[config.mk]
export PLATFORM = sky130hd
export DESIGN_NAME = tcce_front
export DESIGN_NICKNAME = d
export VERILOG_FILES = /design/src/rtl/tcce_pkg.sv /design/src/rtl/tcce_fifo.sv /design/src/rtl/tcce_front.sv
export SDC_FILE = /design/constraint.sdc
export NUM_CORES = 1
export LEC_CHECK = 0
export ABC_AREA = 1
export BUFFER_PORTS_ARGS = -buffer_cell sky130_fd_sc_hd__clkbuf_2
export CAP_MARGIN = 0
export CORE_ASPECT_RATIO = 0.5
export CORE_MARGIN = 5
export CORE_UTILIZATION = 30
export DETAILED_ROUTE_END_ITERATION = 7
export SYNTH_ARGS = -nofsm -noshare
export SYNTH_HDL_FRONTEND = slang
export SYNTH_HIERARCHICAL = 1
export SYNTH_SLANG_ARGS = --single-unit
[constraint.sdc]
create_clock -name clk -period 3.55 [get_ports clk]
set_input_delay 0.355 -clock clk [delete_from_list [all_inputs] [get_ports clk]]
set_output_delay 0.355 -clock clk [all_outputs]
set_load 0.02 [all_outputs]
[src/rtl/tcce_pkg.sv]
// shared types and constants for the text console cursor engine
package tcce_pkg;

  // fixed field widths
  localparam int REQ_W     = 2;
  localparam int CHAR_W    = 8;
  localparam int IDX_W     = 11;
  localparam int ROW_OUT_W = 5;
  localparam int COL_OUT_W = 7;
  localparam int POS_W     = 11;
  localparam int CELL_W    = 16;
  localparam int COLOR_W   = 8;

  // request codes
  localparam logic [REQ_W-1:0] REQ_PUT   = 2'd0;
  localparam logic [REQ_W-1:0] REQ_CLEAR = 2'd1;
  localparam logic [REQ_W-1:0] REQ_READ  = 2'd2;

  // character codes
  localparam logic [CHAR_W-1:0] CH_NEWLINE   = 8'h0A;
  localparam logic [CHAR_W-1:0] CH_RETURN    = 8'h0D;
  localparam logic [CHAR_W-1:0] CH_BACKSPACE = 8'h08;
  localparam logic [CHAR_W-1:0] CH_SPACE     = 8'h20;
  localparam logic [CHAR_W-1:0] CH_PRINT_LO  = 8'd32;
  localparam logic [CHAR_W-1:0] CH_PRINT_HI  = 8'd126;

  // reset values
  localparam logic [COLOR_W-1:0] COLOR_RESET = 8'h07;
  localparam logic [CELL_W-1:0]  RESET_CELL  = 16'h0720;

  // classified operation
  typedef enum logic [2:0] {
    OP_NOP,
    OP_NEWLINE,
    OP_RETURN,
    OP_BACKSPACE,
    OP_PRINT,
    OP_CLEAR,
    OP_READ
  } op_t;

  typedef struct packed {
    op_t               op;
    logic [CHAR_W-1:0] ch;
    logic [IDX_W-1:0]  idx;
  } cmd_t;

  typedef struct packed {
    logic [ROW_OUT_W-1:0] row;
    logic [COL_OUT_W-1:0] col;
    logic [POS_W-1:0]     pos;
    logic [CELL_W-1:0]    data;
    logic                 scrolled;
  } res_t;

endpackage

[src/rtl/tcce_fifo.sv]
// small register fifo used for the command and result queues
module tcce_fifo #(
  parameter int WIDTH = 8,
  parameter int DEPTH = 2
) (
  input  logic             clk,
  input  logic             rst_n,
  input  logic             push,
  input  logic [WIDTH-1:0] push_data,
  output logic             full,
  input  logic             pop,
  output logic [WIDTH-1:0] pop_data,
  output logic             empty
);

  localparam int PTR_W = (DEPTH > 1) ? $clog2(DEPTH) : 1;
  localparam int CNT_W = $clog2(DEPTH + 1);
  localparam logic [PTR_W-1:0] PTR_LAST = PTR_W'(DEPTH - 1);
  localparam logic [CNT_W-1:0] CNT_FULL = CNT_W'(DEPTH);

  logic [WIDTH-1:0] mem_r [DEPTH];
  logic [PTR_W-1:0] wr_ptr_r;
  logic [PTR_W-1:0] rd_ptr_r;
  logic [CNT_W-1:0] count_r;
  logic             do_push;
  logic             do_pop;

  assign full     = (count_r == CNT_FULL);
  assign empty    = (count_r == '0);
  assign do_push  = push && !full;
  assign do_pop   = pop && !empty;
  assign pop_data = mem_r[rd_ptr_r];

  // storage, no reset needed
  always_ff @(posedge clk) begin
    if (do_push) begin
      mem_r[wr_ptr_r] <= push_data;
    end
  end

  // pointers and fill count
  always_ff @(posedge clk) begin
    if (!rst_n) begin
      wr_ptr_r <= '0;
      rd_ptr_r <= '0;
      count_r  <= '0;
    end else begin
      if (do_push) begin
        wr_ptr_r <= (wr_ptr_r == PTR_LAST) ? '0 : wr_ptr_r + PTR_W'(1);
      end
      if (do_pop) begin
        rd_ptr_r <= (rd_ptr_r == PTR_LAST) ? '0 : rd_ptr_r + PTR_W'(1);
      end
      if (do_push && !do_pop) begin
        count_r <= count_r + CNT_W'(1);
      end else if (do_pop && !do_push) begin
        count_r <= count_r - CNT_W'(1);
      end
    end
  end

endmodule

[src/rtl/tcce_front.sv]
// front end: accepts requests, classifies them and queues commands
module tcce_front import tcce_pkg::*; (
  input  logic              clk,
  input  logic              rst_n,
  input  logic              in_push,
  output logic              in_full,
  input  logic [REQ_W-1:0]  in_req_type,
  input  logic [CHAR_W-1:0] in_char_code,
  input  logic [IDX_W-1:0]  in_cell_index,
  input  logic              back_busy,
  output logic              cmd_valid,
  output cmd_t              cmd,
  input  logic              cmd_pop
);

  cmd_t cls;
  logic fifo_full;
  logic fifo_empty;
  logic push_ok;

  // request decode
  always_comb begin
    cls.ch  = in_char_code;
    cls.idx = in_cell_index;
    unique case (in_req_type)
      REQ_PUT: begin
        priority if (in_char_code == CH_NEWLINE) begin
          cls.op = OP_NEWLINE;
        end else if (in_char_code == CH_RETURN) begin
          cls.op = OP_RETURN;
        end else if (in_char_code == CH_BACKSPACE) begin
          cls.op = OP_BACKSPACE;
        end else if (in_char_code >= CH_PRINT_LO && in_char_code <= CH_PRINT_HI) begin
          cls.op = OP_PRINT;
        end else begin
          cls.op = OP_NOP;
        end
      end
      REQ_CLEAR: cls.op = OP_CLEAR;
      REQ_READ:  cls.op = OP_READ;
      default:   cls.op = OP_NOP;
    endcase
  end

  // no transaction taken while the back end sweeps after reset
  assign in_full   = fifo_full || back_busy;
  assign push_ok   = in_push && !in_full;
  assign cmd_valid = !fifo_empty;

  // command queue
  tcce_fifo #(
    .WIDTH ($bits(cmd_t)),
    .DEPTH (2)
  ) u_cmd_fifo (
    .clk       (clk),
    .rst_n     (rst_n),
    .push      (push_ok),
    .push_data (cls),
    .full      (fifo_full),
    .pop       (cmd_pop),
    .pop_data  (cmd),
    .empty     (fifo_empty)
  );

endmodule

==> results.sh <==
export IMPL_cts_sinks=49
export IMPL_clkPwrFrac=0.275
export IMPL_grtUsageMet3=0.0234
export IMPL_reg2reg_depth=10
export IMPL_antenna_left=0
export IMPL_relSlewSlack=0.353
export IMPL_cap_violations=0
export IMPL_syn_nets=174
export IMPL_worst_clock_skew_ns=0.00688
export IMPL_cp_required_ns=3.19
export IMPL_swShare=0.294
export IMPL_io_pin_count=50
export IMPL_layout_common_cells="49 x clkbuf_2, 44 x edfxtp_1, 22 x mux2_2"
export IMPL_synthesis_area_um2=2030
export IMPL_use_met2=0.165
export IMPL_p_switching_w=0.000467
export IMPL_powerDensity_nw_per_um2=630
export IMPL_hpwlAfterDp_mm=2.54
export IMPL_grt_overflow=0
export IMPL_syn_area_per_cell_um2=14.0
export IMPL_groute_usage_overall=0.0859
export IMPL_grt_util_met1=0.0878
export IMPL_grt_max_degree=23
export IMPL_drc=0
export IMPL_maxSlewViolCount=0
export IMPL_cts_buffers=5
export IMPL_fin_crit_ns=2.19
export IMPL_internal_power_w=0.00112
export IMPL_wl_per_cell_um=11.9
export IMPL_worst_slew_pin_slew_ns=0.969
export IMPL_cts_tree="done"
export IMPL_drive_above_1_share=0.443
export IMPL_chipWidth_um=126
export IMPL_ys_ff_latch=49
export IMPL_p_comb_frac=0.253
export IMPL_first_global_vias=1210
export IMPL_nets=230
export IMPL_cts_resized=0
export IMPL_fin_tns_setup_ns=0
export IMPL_ys_warn_count=6
export IMPL_cts_hold_fix_buffers=0
export IMPL_vdd_ir_drop_max_v=0.000209
export IMPL_setup_viol=0
export IMPL_syn_inst=145
export IMPL_leakagePower_nw=1.01
export IMPL_place_gp_congestion=0.744
export IMPL_nFillCells=656
export IMPL_worst_setup_path_start_kind="flip-flop"
export IMPL_max_freq_mhz=457
export IMPL_fp_dieH_um=68.1
export IMPL_crit_fanout=22
export IMPL_endpoint_kind="output port"
export IMPL_drt_iter0_drc=86
export IMPL_worst_ep_arrival_time_ns=1.83
export IMPL_timing_worst_setup_path_type="reg2out"
export IMPL_avgViaCountPerCell=4.17
export IMPL_grt_pass1_wl_mm=5.62
export IMPL_core_region_area_um2=6620
export IMPL_final_cell_area_um2=2520
export IMPL_num_rows=21
export IMPL_vias=1222
export IMPL_dr_pass1_iters=4
export IMPL_rsz0062_at_grt="false"
export IMPL_synth_cell_types=19
export IMPL_placed_cell_area_um2=2380
export IMPL_clk_latency_ns=0.28
export IMPL_post_cts_buffers=0
export IMPL_antenna_found_initial=0
export IMPL_status="completed"
export IMPL_min_from="in_cell_index[8]"
export IMPL_min_path_type="in2reg"
export IMPL_initial_utilization=0.306
export IMPL_fin_crit_sh=0.616
export IMPL_cts_max_level=2
export IMPL_grt_busiest_layer="met2"
export IMPL_seq_power_share=0.472
export IMPL_hold_depth=1
export IMPL_final_common_cell="clkbuf_2"
export IMPL_rr_startpoint="u_cmd_fifo/count_r[0]$_SDFFE_PN0P_"
export IMPL_synth_seq_area_share=0.701
export IMPL_max_clock_path_buffers=2
export IMPL_antenna_cells=0
export IMPL_wirelength_mm=3.50
export IMPL_hold_viol=0
export IMPL_area_growth_synth_to_final_pct=24.4
export IMPL_clk_pin_slew_ns=0.06
export IMPL_die_area_um2=8600
export IMPL_io_buffers=49
export IMPL_cts_root_buf="clkbuf_16"
==> synthesized netlist by cell type <==
| cell type | number | area share |
|---|---|---|
| a21oi_1 | 2 | 0.0049 |
| buf_6 | 2 | 0.011 |
| dfxtp_1 | 5 | 0.049 |
| edfxtp_1 | 44 | 0.65 |
| ha_1 | 3 | 0.019 |
| inv_1 | 16 | 0.030 |
| inv_2 | 2 | 0.0037 |
| mux2_2 | 22 | 0.12 |
| nand2_1 | 20 | 0.037 |
| nand2_2 | 1 | 0.0031 |
| nand3_1 | 1 | 0.0025 |
| nand4_1 | 2 | 0.0062 |
| nor2_1 | 16 | 0.030 |
| nor2_2 | 3 | 0.0093 |
| nor2_4 | 1 | 0.0056 |
| o21ai_0 | 2 | 0.0049 |
| o21ai_2 | 1 | 0.0043 |
| o22ai_1 | 1 | 0.0031 |
| or2_1 | 1 | 0.0031 |
==> path summary, 6_finish.rpt <==
path | end | slack (ns)
hold / removal | u_cmd_fifo/mem_r[0][8]$_DFFE_PP_ | 0.27
hold reg to reg | u_cmd_fifo/rd_ptr_r$_SDFFE_PN0P_ | 0.52
setup / recovery | cmd[15] | 1.36
setup reg to reg | u_cmd_fifo/count_r[1]$_SDFFE_PN0P_ | 1.86
==> power groups by stage <==
stage	Clock, W	Sequential, W	Combinational, W
final	0.000437	0.000750	0.000403
after global routing	0.000476	0.000761	0.000442
after CTS	0.000451	0.000753	0.000411
after detailed placement	0	0.000765	0.000409
after global placement	0	0.000762	0.000401
after floorplan	0	0.000734	0.000313
==> cells by family after synthesis <==
logic type	share of synthesized area
adder cells (fa/ha/maj)	0.0185
buffers and inverters	0.0444
flip-flops	0.701
AND/OR/NAND/NOR	0.0963
multiplexers	0.122
AO/OA/AOI/OAI	0.0173
==> layer usage <==
metal	wire, um	share of wire
met4	66	0.019
met1	1380	0.39
met2	1940	0.55
met5	0	0
met3	112	0.032
==> final cells by class <==
class | instances | area, um^2 | area share
clock buffer | 6 | 129 | 0.0511
clock inverter | 1 | 8.76 | 0.00347
inverter | 18 | 67.6 | 0.0268
multi-input combinational | 76 | 520 | 0.206
sequential | 49 | 1420 | 0.563
tap | 92 | 115 | 0.0456
timing repair buffer | 51 | 260 | 0.103
==> registers in the layout, indices dropped and copies added, names as in the netlist, named ones only <==
signal,count
u_cmd_fifo/rd_ptr_r,1
u_cmd_fifo/count_r,2
u_cmd_fifo/mem_r,44
u_cmd_fifo/wr_ptr_r,1
==> worst max-delay path, cell delays in order (launching register included) <==
cell and delay, ns:
dfxtp_1 0.95, mux2_2 0.43, clkbuf_2 0.16
==> stage by stage <==
stage / util / worst slack (ns) / instances / hold WS [ns] / total power [W]
2_1_floorplan: - / 1.24 / 145 / 0.454 / 0.00105
3_3_place_gp: 0.360 / 1.61 / 286 / 0.482 / 0.00116
3_5_place_dp: 0.360 / 1.61 / 286 / 0.494 / 0.00117
4_1_cts: 0.381 / 1.30 / 293 / 0.261 / 0.00162
5_1_grt: 0.381 / 1.20 / 293 / 0.259 / 0.00168
6_report: 0.381 / 1.36 / 293 / 0.265 / 0.00159
Note: power is estimated with default switching activity, not from simulation.
