**src/rtl/tcce_fifo.sv**
```systemverilog
// small register fifo used for the command and result queues
module tcce_fifo #(
  parameter int WIDTH = 8,
  parameter int DEPTH = 2
) (
  input  logic             clk,
  input  logic             rst_n,
  input  logic             push,
  input  logic [WIDTH-1:0] push_data,
  output logic             full,
  input  logic             pop,
  output logic [WIDTH-1:0] pop_data,
  output logic             empty
);

  localparam int PTR_W = (DEPTH > 1) ? $clog2(DEPTH) : 1;
  localparam int CNT_W = $clog2(DEPTH + 1);
  localparam logic [PTR_W-1:0] PTR_LAST = PTR_W'(DEPTH - 1);
  localparam logic [CNT_W-1:0] CNT_FULL = CNT_W'(DEPTH);

  logic [WIDTH-1:0] mem_r [DEPTH];
  logic [PTR_W-1:0] wr_ptr_r;
  logic [PTR_W-1:0] rd_ptr_r;
  logic [CNT_W-1:0] count_r;
  logic             do_push;
  logic             do_pop;

  assign full     = (count_r == CNT_FULL);
  assign empty    = (count_r == '0);
  assign do_push  = push && !full;
  assign do_pop   = pop && !empty;
  assign pop_data = mem_r[rd_ptr_r];

  // storage, no reset needed
  always_ff @(posedge clk) begin
    if (do_push) begin
      mem_r[wr_ptr_r] <= push_data;
    end
  end

  // pointers and fill count
  always_ff @(posedge clk) begin
    if (!rst_n) begin
      wr_ptr_r <= '0;
      rd_ptr_r <= '0;
      count_r  <= '0;
    end else begin
      if (do_push) begin
        wr_ptr_r <= (wr_ptr_r == PTR_LAST) ? '0 : wr_ptr_r + PTR_W'(1);
      end
      if (do_pop) begin
        rd_ptr_r <= (rd_ptr_r == PTR_LAST) ? '0 : rd_ptr_r + PTR_W'(1);
      end
      if (do_push && !do_pop) begin
        count_r <= count_r + CNT_W'(1);
      end else if (do_pop && !do_push) begin
        count_r <= count_r - CNT_W'(1);
      end
    end
  end

endmodule

```
**config.mk**
```make
export PLATFORM = sky130hd
export DESIGN_NAME = tcce_fifo
export DESIGN_NICKNAME = d
export VERILOG_FILES = /design/src/rtl/tcce_fifo.sv
export SDC_FILE = /design/constraint.sdc
export NUM_CORES = 1
export LEC_CHECK = 0
export BUFFER_PORTS_ARGS = -buffer_cell sky130_fd_sc_hd__buf_2
export CORE_MARGIN = 2
export CORE_UTILIZATION = 40
export DETAILED_ROUTE_END_ITERATION = 7
export PLACE_DENSITY = 0.64
export SLEW_MARGIN = 20
export SYNTH_ARGS = -nofsm -noshare
export SYNTH_HDL_FRONTEND = slang
export SYNTH_SLANG_ARGS = --single-unit
```
**constraint.sdc**
```tcl
create_clock -name clk -period 2.21 [get_ports clk]
set_input_delay 0.3315 -clock clk [delete_from_list [all_inputs] [get_ports clk]]
set_output_delay 0.3315 -clock clk [all_outputs]
set_load 0.01 [all_outputs]
```
==> results of run 1 <==
[power by group through the flow]
stage / clock network, uW / logic [uW] / registers, uW
floorplan: 0 / 250 / 538
global placement: 0 / 323 / 564
detailed placement: 0 / 327 / 566
CTS: 187 / 330 / 557
global route: 198 / 359 / 565
finish: 176 / 323 / 555
[cell usage in the layout, fill, tap and decap left out, drive strengths merged]
| cell type | synthesis | layout |
|---|---|---|
| a21boi | 2 | 2 |
| and2 | 3 | 3 |
| and3 | 1 | 1 |
| buf | 1 | 21 |
| clkbuf | 0 | 3 |
| clkinv | 0 | 1 |
| dfxtp | 5 | 5 |
| edfxtp | 16 | 16 |
| ha | 1 | 1 |
| inv | 2 | 2 |
| mux2 | 8 | 8 |
| nand2b | 1 | 1 |
| nor2 | 2 | 2 |
| nor3 | 1 | 1 |
| o21a | 1 | 1 |
| o21ai | 2 | 2 |
| or3 | 1 | 1 |
| xnor2 | 2 | 2 |
| xor2 | 1 | 1 |
[logic make-up (layout without fill, tap and decap cells)]
family / after synthesis / count (layout) / synth area share [%]
flops: 21 / 21 / 71.7
simple gates: 9 / 9 / 6.80
mux: 8 / 8 / 11.1
compound gates: 5 / 5 / 4.02
xor+xnor: 3 / 3 / 3.25
buf+inv: 3 / 27 / 1.54
fa+ha+maj: 1 / 1 / 1.55
[worst paths after layout]
check | start | cells past startpoint | slack [ns] | end
worst max-delay path | register | 2 | 0.50 | pop_data[0]
worst min-delay path | push_data[5] | 1 | 0.21 | mem_r[1][5]
worst max register to register | count_r[0] | 6 | 0.64 | count_r[1]
worst min register to register | count_r[1] | 2 | 0.54 | count_r[1]
[metal layers]
layer	vias up	track usage, %
met1	210	10.8
met2	12	17.6
met5	-	0
met4	0	7.14
met3	4	3.07
li1	234	-
[sequential cells by signal, indices dropped and copies added (netlist names), named ones only]
| signal | flops |
|---|---|
| mem_r | 16 |
| count_r | 2 |
| rd_ptr_r | 1 |
| wr_ptr_r | 1 |
[through the flow]
stage	hold WS, ns	power (uW)
finish	0.213	1050
global route	0.200	1120
CTS	0.203	1070
detailed placement	0.519	893
global placement	0.510	886
floorplan	0.430	788
[critical path: stages (launching register included)]
cell and delay, ns:
sky130_fd_sc_hd__dfxtp_1 0.56, sky130_fd_sc_hd__mux2_2 0.38, sky130_fd_sc_hd__buf_2 0.14
[area by class of cell]
class | instances | area share, %
clock buffer | 3 | 2.32
clock inverter | 1 | 0.515
timing repair buffer | 21 | 10.8
multi-input combinational | 26 | 22.3
tap | 27 | 3.48
sequential | 21 | 59.8
inverter | 2 | 0.773
==> results summary, run 1 <==
The run finished with clean final reports. Dividing the final minimum period by the clock period gives 77.2%. The number of clock buffers inserted by TritonCTS is 3.

Detailed routing placed a total of between 500 and 600 um of wire on met2. The part of the total power dissipated in sequential elements came out at 52.6%. The post-cts repair resize count is 0. In the synthesized netlist, the number of instances is 50. The core region is 0.00194 mm^2.

The path class of the tightest hold or removal check is input pin to register. The number of flops mapped to enable cells by yosys is 16. TritonCTS built the clock tree. After clock tree synthesis, the setup repair step added 0 buffers. The starting utilization of the core area is 41.7%. The number of maximum-capacitance constraint violations came out at 0. The number of antenna violations at the first check in global routing came to 0.

The maximum level of the CTS H-tree came out at 1. The synthesized area divided by synthesized cell count is roughly 16 um^2. The combinational power share came out at 30.6%. Static timing analysis puts the maximum clock frequency at 0.586 GHz. The clock network is responsible for 16.7% of the overall power. The largest net degree at the start of global routing is 13. The post-synthesis register bit count is 21. The post-layout utilization of the core came out at 50.0%. The area added between synthesis and finish came out at 19.9%. Among all cell types in the netlist, the one instantiated most often is sky130_fd_sc_hd__edfxtp_1.

The total congestion overflow after global routing is 0. The number of top-level design ports is 22. During synthesis, Yosys emitted a total of 0 warnings. The internal power of the cells totals 742 uW. The placed instances occupy a cell area of around 940 um^2. The final-report max-slew violation count was 0. Setup repair after global routing left no endpoint under its margin. Of all flip-flops after synthesis, the portion carrying an async set or reset was 0%. The clock latency on the worst-skew pair is 0.30 ns. The worst setup path category is register to output port.

The remaining number of nets flagged by the antenna check after routing came out at 0. The setup slack after placement came out at 0.655 ns. The combined area of all synthesized cells is 810 um^2. The number of nets in the finished design is 88. The total power per unit cell area is 1090 mW/mm^2. The biggest fanout along the worst timing path is 8. The number of design-rule violations left by the first detailed-router iteration is 17. In the routed layout, each cell is associated on average with a via count of 4.55. The proportion of total power due to net switching came out at between 20 and 30%. After synthesis, the largest area contributor takes up 59.4% of total cell area. The final route contains 460 vias.

The critical path required time is ~1.9 ns. The length of routed met3 wiring is 72 um. The max-slew headroom at the worst pin is 54.7%. The DRC violations left is 0.

For this run, the leading register cell type out of synthesis is sky130_fd_sc_hd__edfxtp_1. The worst vdd rail ir drop is 0.600 mV. After clock tree synthesis, the clock-pin slew on the worst setup and hold paths is 0.11 ns.

The arrival time reported for the critical path endpoint came out at roughly 1.4 ns. The portion of the post-synthesis area used by sequential elements came out at 71.7%. The area of the multi-input gates is 216 um^2. The uppermost metal layer occupied by signal nets is met4. The post-route minimum period came out at between 1.5 and 2 ns. The total leakage power came out at ~0.00038 uW.

After the flow finishes, the layout carries non-filler instances totaling 101. The cell count after placement is 97. The total number of clock tree sinks is 21. The clock arrives with 0.00526 ns of skew. The number of nets in the synthesized netlist is 63. The setup TNS came out at 0 ns. Yosys attributes the largest share of cell area to sky130_fd_sc_hd__edfxtp_1 (59%), sky130_fd_sc_hd__dfxtp_1 (12%), sky130_fd_sc_hd__mux2_2 (11%).

Once routing completed, OpenROAD measured the worst setup slack at 0.504 ns. The post-DP HPWL is just under 800 um. The cell sitting at the root of the clock tree is a sky130_fd_sc_hd__clkbuf_4. The average detailed-routed wire length per instance came out at 10.8 um. The number of different library cells used by synthesis comes to 20. The proportion of layout cells with a drive suffix above 1 came out at approximately 47%. Summed over all layers, the routed wires come to around 1.1 mm.

The die span in x is between 40 and 50 um. The routed metal-1 wire length came out at around 450 um. The worst-margin pin slew is 0.676 ns. Ranked by instance count, the synthesized netlist is headed by sky130_fd_sc_hd__edfxtp_1 (16), sky130_fd_sc_hd__mux2_2 (8), sky130_fd_sc_hd__dfxtp_1 (5).

The library cell occupying the most area in the post-synthesis netlist is sky130_fd_sc_hd__edfxtp_1. The antenna diode instance count is 0. The number of buffers on the longest clock path came out at 2. The y dimension of the die is 49.0 um. The total routing usage reported by global routing is 10.3%.

The first global-routing pass estimated 1.81 mm of wire. Buffers inserted to repair hold after CTS numbered 0. The area used by sequential logic in the layout came out at 581 um^2. Buffers placed on the I/O ports in this run total 21. The via count of the first global-routing pass is 455. The congestion estimate from routability-driven global placement came to ~0.66.

Before antenna repair, the detailed router went through 3 iterations. The number of rows in the core area came out at 16. The hold violation count in the final report is 0. The worst setup path is launched from a register. After filler insertion, the fill cell instance count of the layout stands at approximately 170. The die covers 0.00240 mm^2.

The switching power is 312 uW. The final number of setup-violating endpoints came out at 0. STA classifies the critical path endpoint as an output port. The final instance area came out at around 970 um^2.
(Power assumes the default switching activity.)
==> inputs of run 2 (changes only) <==
Clock period 2.21 ns to 1.65 ns, I/O delays scaled along.
==> results summary, run 2 (synthesis results as in run 1) <==
The clock skew is 0.00415 ns (was 0.00526 ns). The via count of the first global-routing pass is 452 (was 455). The most used routing layer is met2 (unchanged). The number of antenna violations at the first check in global routing came out at 0 (unchanged). Setup repair after global routing missed its margin: false (unchanged).

The start point of the worst hold path is push_data[2] (was push_data[5]). The starting utilization of the core area is 41.7% (unchanged). The largest incremental delay on the critical path came out at 0.36 ns (was 0.56 ns).

The kind of capture point of the worst setup path is a register (was output port). The setup TNS was 0 ns (unchanged). The number of setup buffers added after CTS came to 0 (unchanged).

The biggest fanout along the worst timing path came out at 5 (was 8). The wire length of the first global-routing pass is 1.87 mm (was 1.81 mm). The library cell used as clock root buffer is sky130_fd_sc_hd__clkbuf_4 (unchanged). The area of the placeable core came to 0.00194 mm^2 (unchanged). The smallest clock period supported by the final layout is computed as 1.52 ns. The number of buffers on the longest clock path was 2 (unchanged).

The proportion of layout cells with a drive suffix above 1 is 50.7% (was 47.3%). The number of maximum-capacitance constraint violations is 0 (unchanged). The area used by sequential logic in the layout was 583 um^2 (was 581 um^2). The largest net degree at the start of global routing is 13 (unchanged).

The number of rows in the core area is 16 (unchanged). The clock transition time at the flip-flop clock pins of the worst setup and hold paths was 0.11 ns (about the same). The final setup slack of the worst path was 0.129 ns (was 0.504 ns). The count of input and output buffers was 21 (unchanged). The die span in x is 49.0 um (unchanged). The DRC violations left came out at 0 (unchanged). The total congestion overflow after global routing is 0 (unchanged). After layout, the worst path uses 92.2% of the clock period. The worst setup path category is register to register (was register to output port). The total leakage power was 0.000387 uW (was 0.000382 uW). Worst path cell trace: nand2b_1 -> inv_2 -> nor2_1 -> ha_1 -> xor2_1 -> or3_1 -> a21boi_1 (was mux2_2 -> buf_2).

Regs by FF count: mem_r: 16 flops, count_r: 2 flops (unchanged). The worst-margin pin slew came to 0.379 ns (was 0.676 ns). The via total after detailed routing was 468 (was 460). The number of design-rule violations left by the first detailed-router iteration came out at 6 (was 17). The depth of the most critical reg-to-reg path is 7 (was 6). The flip-flop count of the largest register after layout came out at 16 (unchanged). The most common library cell in the layout ignoring fill and taps is sky130_fd_sc_hd__buf_2 (unchanged). The start of the worst register-to-register path is count_r[0] (unchanged). The final-report max-slew violation count is 0 (unchanged). The cell count of the worst hold path is 1 (unchanged). The full die area is 0.00240 mm^2 (unchanged). Outcome: finished, final reports clean (unchanged). The met2 track demand over resource is 18.7% (was 17.6%). The quantity of hold-fixing buffers added after cts is 0 (unchanged). The hold violation count in the final report came to 0 (unchanged). The TritonCTS clock tree was done (unchanged). The reg2reg setup slack is 0.13 ns (was 0.64 ns). The via-per-instance ratio is 4.59 (was 4.55). The max-slew headroom at the worst pin was 74.7% (was 54.7%).

The met3 track demand over resource in global routing is 2.45% (was 3.07%). The path class of the lowest-slack min-delay path is input pin to register (unchanged). The critical path startpoint category was a register (unchanged). The register with the highest flop count was mem_r (unchanged). The y dimension of the die is 49.0 um (unchanged). The fill cell instance count of the final layout is 198 (was 173). The final number of setup-violating endpoints is 0 (unchanged). The worst vdd rail ir drop came out at 0.776 mV (was 0.600 mV). The total routing usage reported by global routing came to 10.6% (was 10.3%).

The arrival time reported for the critical path endpoint is 1.76 ns (was 1.37 ns). The clock latency on the worst-skew pair is 0.29 ns (was 0.30 ns). The post-DP HPWL came out at 817 um (was 790 um). Leading cell types in the layout, fill and taps excluded: sky130_fd_sc_hd__buf_2 (21), sky130_fd_sc_hd__edfxtp_1 (16), sky130_fd_sc_hd__mux2_2 (8) (was sky130_fd_sc_hd__buf_2 (21), sky130_fd_sc_hd__edfxtp_1 (16), sky130_fd_sc_hd__mux2_2 (8), sky130_fd_sc_hd__dfxtp_1 (5)). The total power per unit cell area came out at 1460 mW/mm^2 (was 1090 mW/mm^2). The setup slack after placement is 0.0848 ns (was 0.655 ns). The number of clock buffers inserted by TritonCTS is 3 (unchanged). The area of the multi-input gates is 216 um^2 (unchanged). The endpoint of the most critical register-to-register path is count_r[1] (unchanged). The terminating pin of the worst hold path was mem_r[0][2] (was mem_r[1][5]).

Static timing analysis puts the maximum clock frequency at between 0.6 and 0.7 GHz. The critical path required time came to 1.89 ns (was 1.88 ns). The number of detailed-route iterations in the first pass came out at 4 (was 3). The remaining number of nets flagged by the antenna check after routing is 0 (unchanged).

The weighted congestion at the end of routability-driven global placement was 0.652 (was 0.660). The final wirelength came to 1.13 mm (was 1.09 mm). The maximum level of the CTS H-tree came out at 1 (unchanged).

The area added between synthesis and finish is 21.2% (was 19.9%). The average detailed-routed wire length per instance is 11.0 um (was 10.8 um). The antenna diode instance count came out at 0 (unchanged). The slowest cell on the critical path is sky130_fd_sc_hd__dfxtp_2 (was sky130_fd_sc_hd__dfxtp_1). The global-route met1 utilization is 11.7% (was 10.8%). The number of top-level design ports is 22 (unchanged).

The total number of clock tree sinks is 21 (unchanged). The number of nets in the finished design is 89 (was 88).
==> run 2: cell count changes in the layout (fill, tap and decap cells not counted) <==
cell | previous run | this run
sky130_fd_sc_hd__dfxtp_1 | 5 | 3
sky130_fd_sc_hd__dfxtp_2 | 0 | 2
sky130_fd_sc_hd__buf_4 | 0 | 1
==> run 2: area by class of cell <==
| type | instances | share of cell area [%] |
|---|---|---|
| Sequential cell | 21 | 59.4 |
| Tap cell | 27 | 3.44 |
| Inverter | 2 | 0.765 |
| Timing Repair Buffer | 22 | 11.5 |
| Clock buffer | 3 | 2.30 |
| Clock inverter | 1 | 0.510 |
| Multi-Input combinational cell | 26 | 22.1 |
==> run 2: power breakdown <==
group / switching, uW / internal (uW) / total (uW)
clock network: 147 / 90.1 / 237
logic: 207 / 237 / 444
registers: 68.0 / 679 / 747
==> run 2: per-layer routing <==
layer,vias up,routed length [um]
met3,2,61
met4,0,8
met5,-,0
li1,232,-
met1,222,446
met2,12,611
==> run 2: timing repair <==
action,4_1_cts,5_1_grt
resized for setup,1,1
setup endpoints to repair,8,1
pin swaps,0,0
==> run 2: worst max-delay path by stage <==
stage | cells after the start | startpoint | endpoint
after floorplan | 6 | count_r[0] | count_r[1]
final | 7 | count_r[0] | count_r[1]
after global placement | 6 | count_r[0] | count_r[1]
after global routing | 6 | count_r[0] | count_r[1]
after detailed placement | 6 | count_r[0] | count_r[1]
after CTS | 6 | count_r[0] | count_r[1]
==> run 2: worst max-delay path: cells and delay by family (launching register included) <==
family                   cells  cell delay [ns]
adder cells (fa/ha/maj)      1             0.19
buffers and inverters        1             0.08
AO/OA/AOI/OAI                1             0.14
flip-flops                   1             0.36
AND/OR/NAND/NOR              3             0.53
XOR/XNOR                     1             0.16
==> run 2: per-stage QoR <==
| stage | area (um^2) | hold WS (ns) | cells | util (%) | total power [uW] |
|---|---|---|---|---|---|
| 6_report | 981 | 0.133 | 102 | 50.5 | 1430 |
| 4_1_cts | 980 | 0.117 | 102 | 50.5 | 1450 |
| 3_3_place_gp | 951 | 0.435 | 98 | 49.0 | 1200 |
| 5_1_grt | 981 | 0.115 | 102 | 50.5 | 1520 |
| 3_5_place_dp | 951 | 0.440 | 98 | 49.0 | 1210 |
| 2_1_floorplan | 810 | 0.346 | 50 | - | 1060 |
==> inputs of run 3 (changes only) <==
Settings changed: CORE_MARGIN 2 to not set, HOLD_SLACK_MARGIN set to 0.15.
==> results summary, run 3 (synthesis results as in run 1) <==
The number of buffers on the longest clock path is 2 (unchanged). The area of the multi-input gates came out at 216 um^2 (unchanged). The number of maximum-capacitance constraint violations was 0 (unchanged). The wire length of the first global-routing pass is 1.66 mm (was 1.87 mm). The weighted congestion at the end of routability-driven global placement came to 0.665 (was 0.652). Leading cell types in the layout, fill and taps excluded: sky130_fd_sc_hd__buf_2 (21), sky130_fd_sc_hd__edfxtp_1 (16), sky130_fd_sc_hd__mux2_2 (8), sky130_fd_sc_hd__dlygate4sd3_1 (8) (was sky130_fd_sc_hd__buf_2 (21), sky130_fd_sc_hd__edfxtp_1 (16), sky130_fd_sc_hd__mux2_2 (8)).

The total routing usage reported by global routing is 11.5% (was 10.6%). The TritonCTS clock tree was done (unchanged). The largest incremental delay on the critical path came out at 0.36 ns (about the same). The clock skew is 0.00669 ns (was 0.00415 ns).

The library cell used as clock root buffer is sky130_fd_sc_hd__clkbuf_4 (unchanged). The maximum level of the CTS H-tree is 1 (unchanged). The total congestion overflow after global routing came out at 0 (unchanged). The via total after detailed routing was 504 (was 468). The count of input and output buffers is 21 (unchanged). The number of setup buffers added after CTS came to 0 (unchanged). The biggest fanout along the worst timing path came out at 5 (unchanged). The post-route minimum period was 1.52 ns (about the same). The y dimension of the die was 47.0 um (was 49.0 um). The via-per-instance ratio came out at 4.62 (was 4.59). The timing-limited maximum frequency is 0.659 GHz (was 0.657 GHz). Setup repair after global routing missed its margin: false (unchanged). The critical path startpoint category is a register (unchanged). The remaining number of nets flagged by the antenna check after routing is 0 (unchanged). The worst hold margin came out at 0.205 ns (was 0.133 ns).

The kind of capture point of the worst setup path is a register (unchanged). The cell count after placement came to 97 (was 98). The area of the placeable core came out at 0.00180 mm^2 (was 0.00194 mm^2). The number of detailed-route iterations in the first pass was 4 (unchanged).

The largest net degree at the start of global routing was 13 (unchanged). The share of the cycle needed by the critical path after routing came to 92.0% (was 92.2%). The number of antenna violations at the first check in global routing is 0 (unchanged).

The total leakage power came out at 0.000426 uW (was 0.000387 uW). The starting utilization of the core area is 44.9% (was 41.7%). The register with the highest flop count is mem_r (unchanged). The final setup slack of the worst path was 0.132 ns (was 0.129 ns). The flip-flop count of the largest register after layout is 16 (unchanged).

The final number of setup-violating endpoints came out at 0 (unchanged). The post-layout instance count excluding filler cells came to 109 (was 102). The number of design-rule violations left by the first detailed-router iteration is 12 (was 6).

The clock transition time at the flip-flop clock pins of the worst setup and hold paths came out at 0.11 ns (about the same). Worst path cell trace: nand2b_1 -> inv_2 -> nor2_1 -> ha_1 -> or3_1 -> a21boi_1 (was nand2b_1 -> inv_2 -> nor2_1 -> ha_1 -> xor2_1 -> or3_1 -> a21boi_1). The max-slew headroom at the worst pin came out at 74.2% (was 74.7%). The arrival time reported for the critical path endpoint came out at 1.75 ns (was 1.76 ns).

The DRC violations left is 0 (unchanged). The most common library cell in the layout ignoring fill and taps is sky130_fd_sc_hd__buf_2 (unchanged). The full die area is 0.00221 mm^2 (was 0.00240 mm^2). The total power per unit cell area came to 1360 mW/mm^2 (was 1460 mW/mm^2). The cell area reported after detailed placement is 956 um^2 (was 951 um^2). The worst setup path category is register to register (unchanged). The slowest cell on the critical path is sky130_fd_sc_hd__dfxtp_2 (unchanged). The clock latency on the worst-skew pair came out at 0.29 ns (about the same). The die span in x is 47.0 um (was 49.0 um). The setup slack after placement is 0.0929 ns (was 0.0848 ns). The area used by sequential logic in the layout is 583 um^2 (unchanged).

The worst-margin pin slew was 0.387 ns (was 0.379 ns). The average detailed-routed wire length per instance is 10.6 um (was 11.0 um). The via count of the first global-routing pass was 451 (was 452). The antenna diode instance count came out at 0 (unchanged).

The area added between synthesis and finish is 31.7% (was 21.2%). The proportion of layout cells with a drive suffix above 1 came out at 46.4% (was 50.7%). The final wirelength came out at 1.16 mm (was 1.13 mm).

Regs by FF count: mem_r: 16 flops, count_r: 2 flops (unchanged). The fill cell instance count of the final layout came to 165 (was 198). The reg2reg setup slack came out at 0.13 ns (about the same). Outcome: finished, final reports clean (unchanged). The number of nets in the finished design is 98 (was 89). The number of clock buffers inserted by TritonCTS is 3 (unchanged). The hold violation count in the final report is 0 (unchanged). The critical path required time is 1.89 ns (about the same). The number of rows in the core area came out at 15 (was 16).

The worst vdd rail ir drop is 0.897 mV (was 0.776 mV). The total number of clock tree sinks came out at 21 (unchanged). The final-report max-slew violation count is 0 (unchanged).

The path class of the lowest-slack min-delay path is input pin to register (unchanged). The number of top-level design ports is 22 (unchanged). The setup TNS came to 0 ns (unchanged). The final instance area came out at 0.00107 mm^2 (was 981 um^2).
run 3: final timing paths:
kind,end,cells past startpoint,start
worst max-delay path,count_r[1],6,count_r[0]
worst min-delay path,wr_ptr_r,2,rst_n
worst max register to register,count_r[1],6,count_r[0]
worst min register to register,count_r[1],2,count_r[1]
run 3: area by class of cell:
class | count | area share, %
flip-flops and latches | 21 | 54.7
multi-input cells | 26 | 20.3
repair buffers | 31 | 18.8
well taps | 25 | 2.93
clock buffers | 3 | 2.11
inverters | 2 | 0.704
clock inverters | 1 | 0.469
run 3: routing by layer:
layer | global-route usage (%) | wire length, um | up-vias
met2 | 21.7 | 621 | 13
met4 | 6.86 | 8 | 0
met1 | 11.5 | 477 | 237
li1 | - | - | 252
met5 | 0 | 0 | -
met3 | 2.31 | 51 | 2
run 3: repair_timing:
action                                  CTS  global route
pin swaps                                 0             0
gates resized for setup                   1             1
endpoints found under the setup margin    3             1
cloned                                    0             0
hold buffers                              8             0
hold endpoints to repair                 16             0
run 3: power breakdown:
group	leakage, uW	total (uW)	switching [uW]	internal [uW]
Clock	0.0000177	231	141	90.0
Combinational	0.000217	467	210	257
Sequential	0.000191	750	70.6	679
run 3: worst max-delay path, delay by kind of cell, from the launching register on:
| family | cells | cell delay (ns) |
|---|---|---|
| adder cells (fa/ha/maj) | 1 | 0.31 |
| buffers and inverters | 1 | 0.09 |
| AND/OR/NAND/NOR | 3 | 0.58 |
| flip-flops | 1 | 0.36 |
| AO/OA/AOI/OAI | 1 | 0.13 |
run 3: through the flow:
stage	power, uW	utilization [%]
2_1_floorplan	1060	-
6_report	1450	59.2
5_1_grt	1550	59.2
3_5_place_dp	1220	53.1
3_3_place_gp	1200	53.1
4_1_cts	1460	59.1
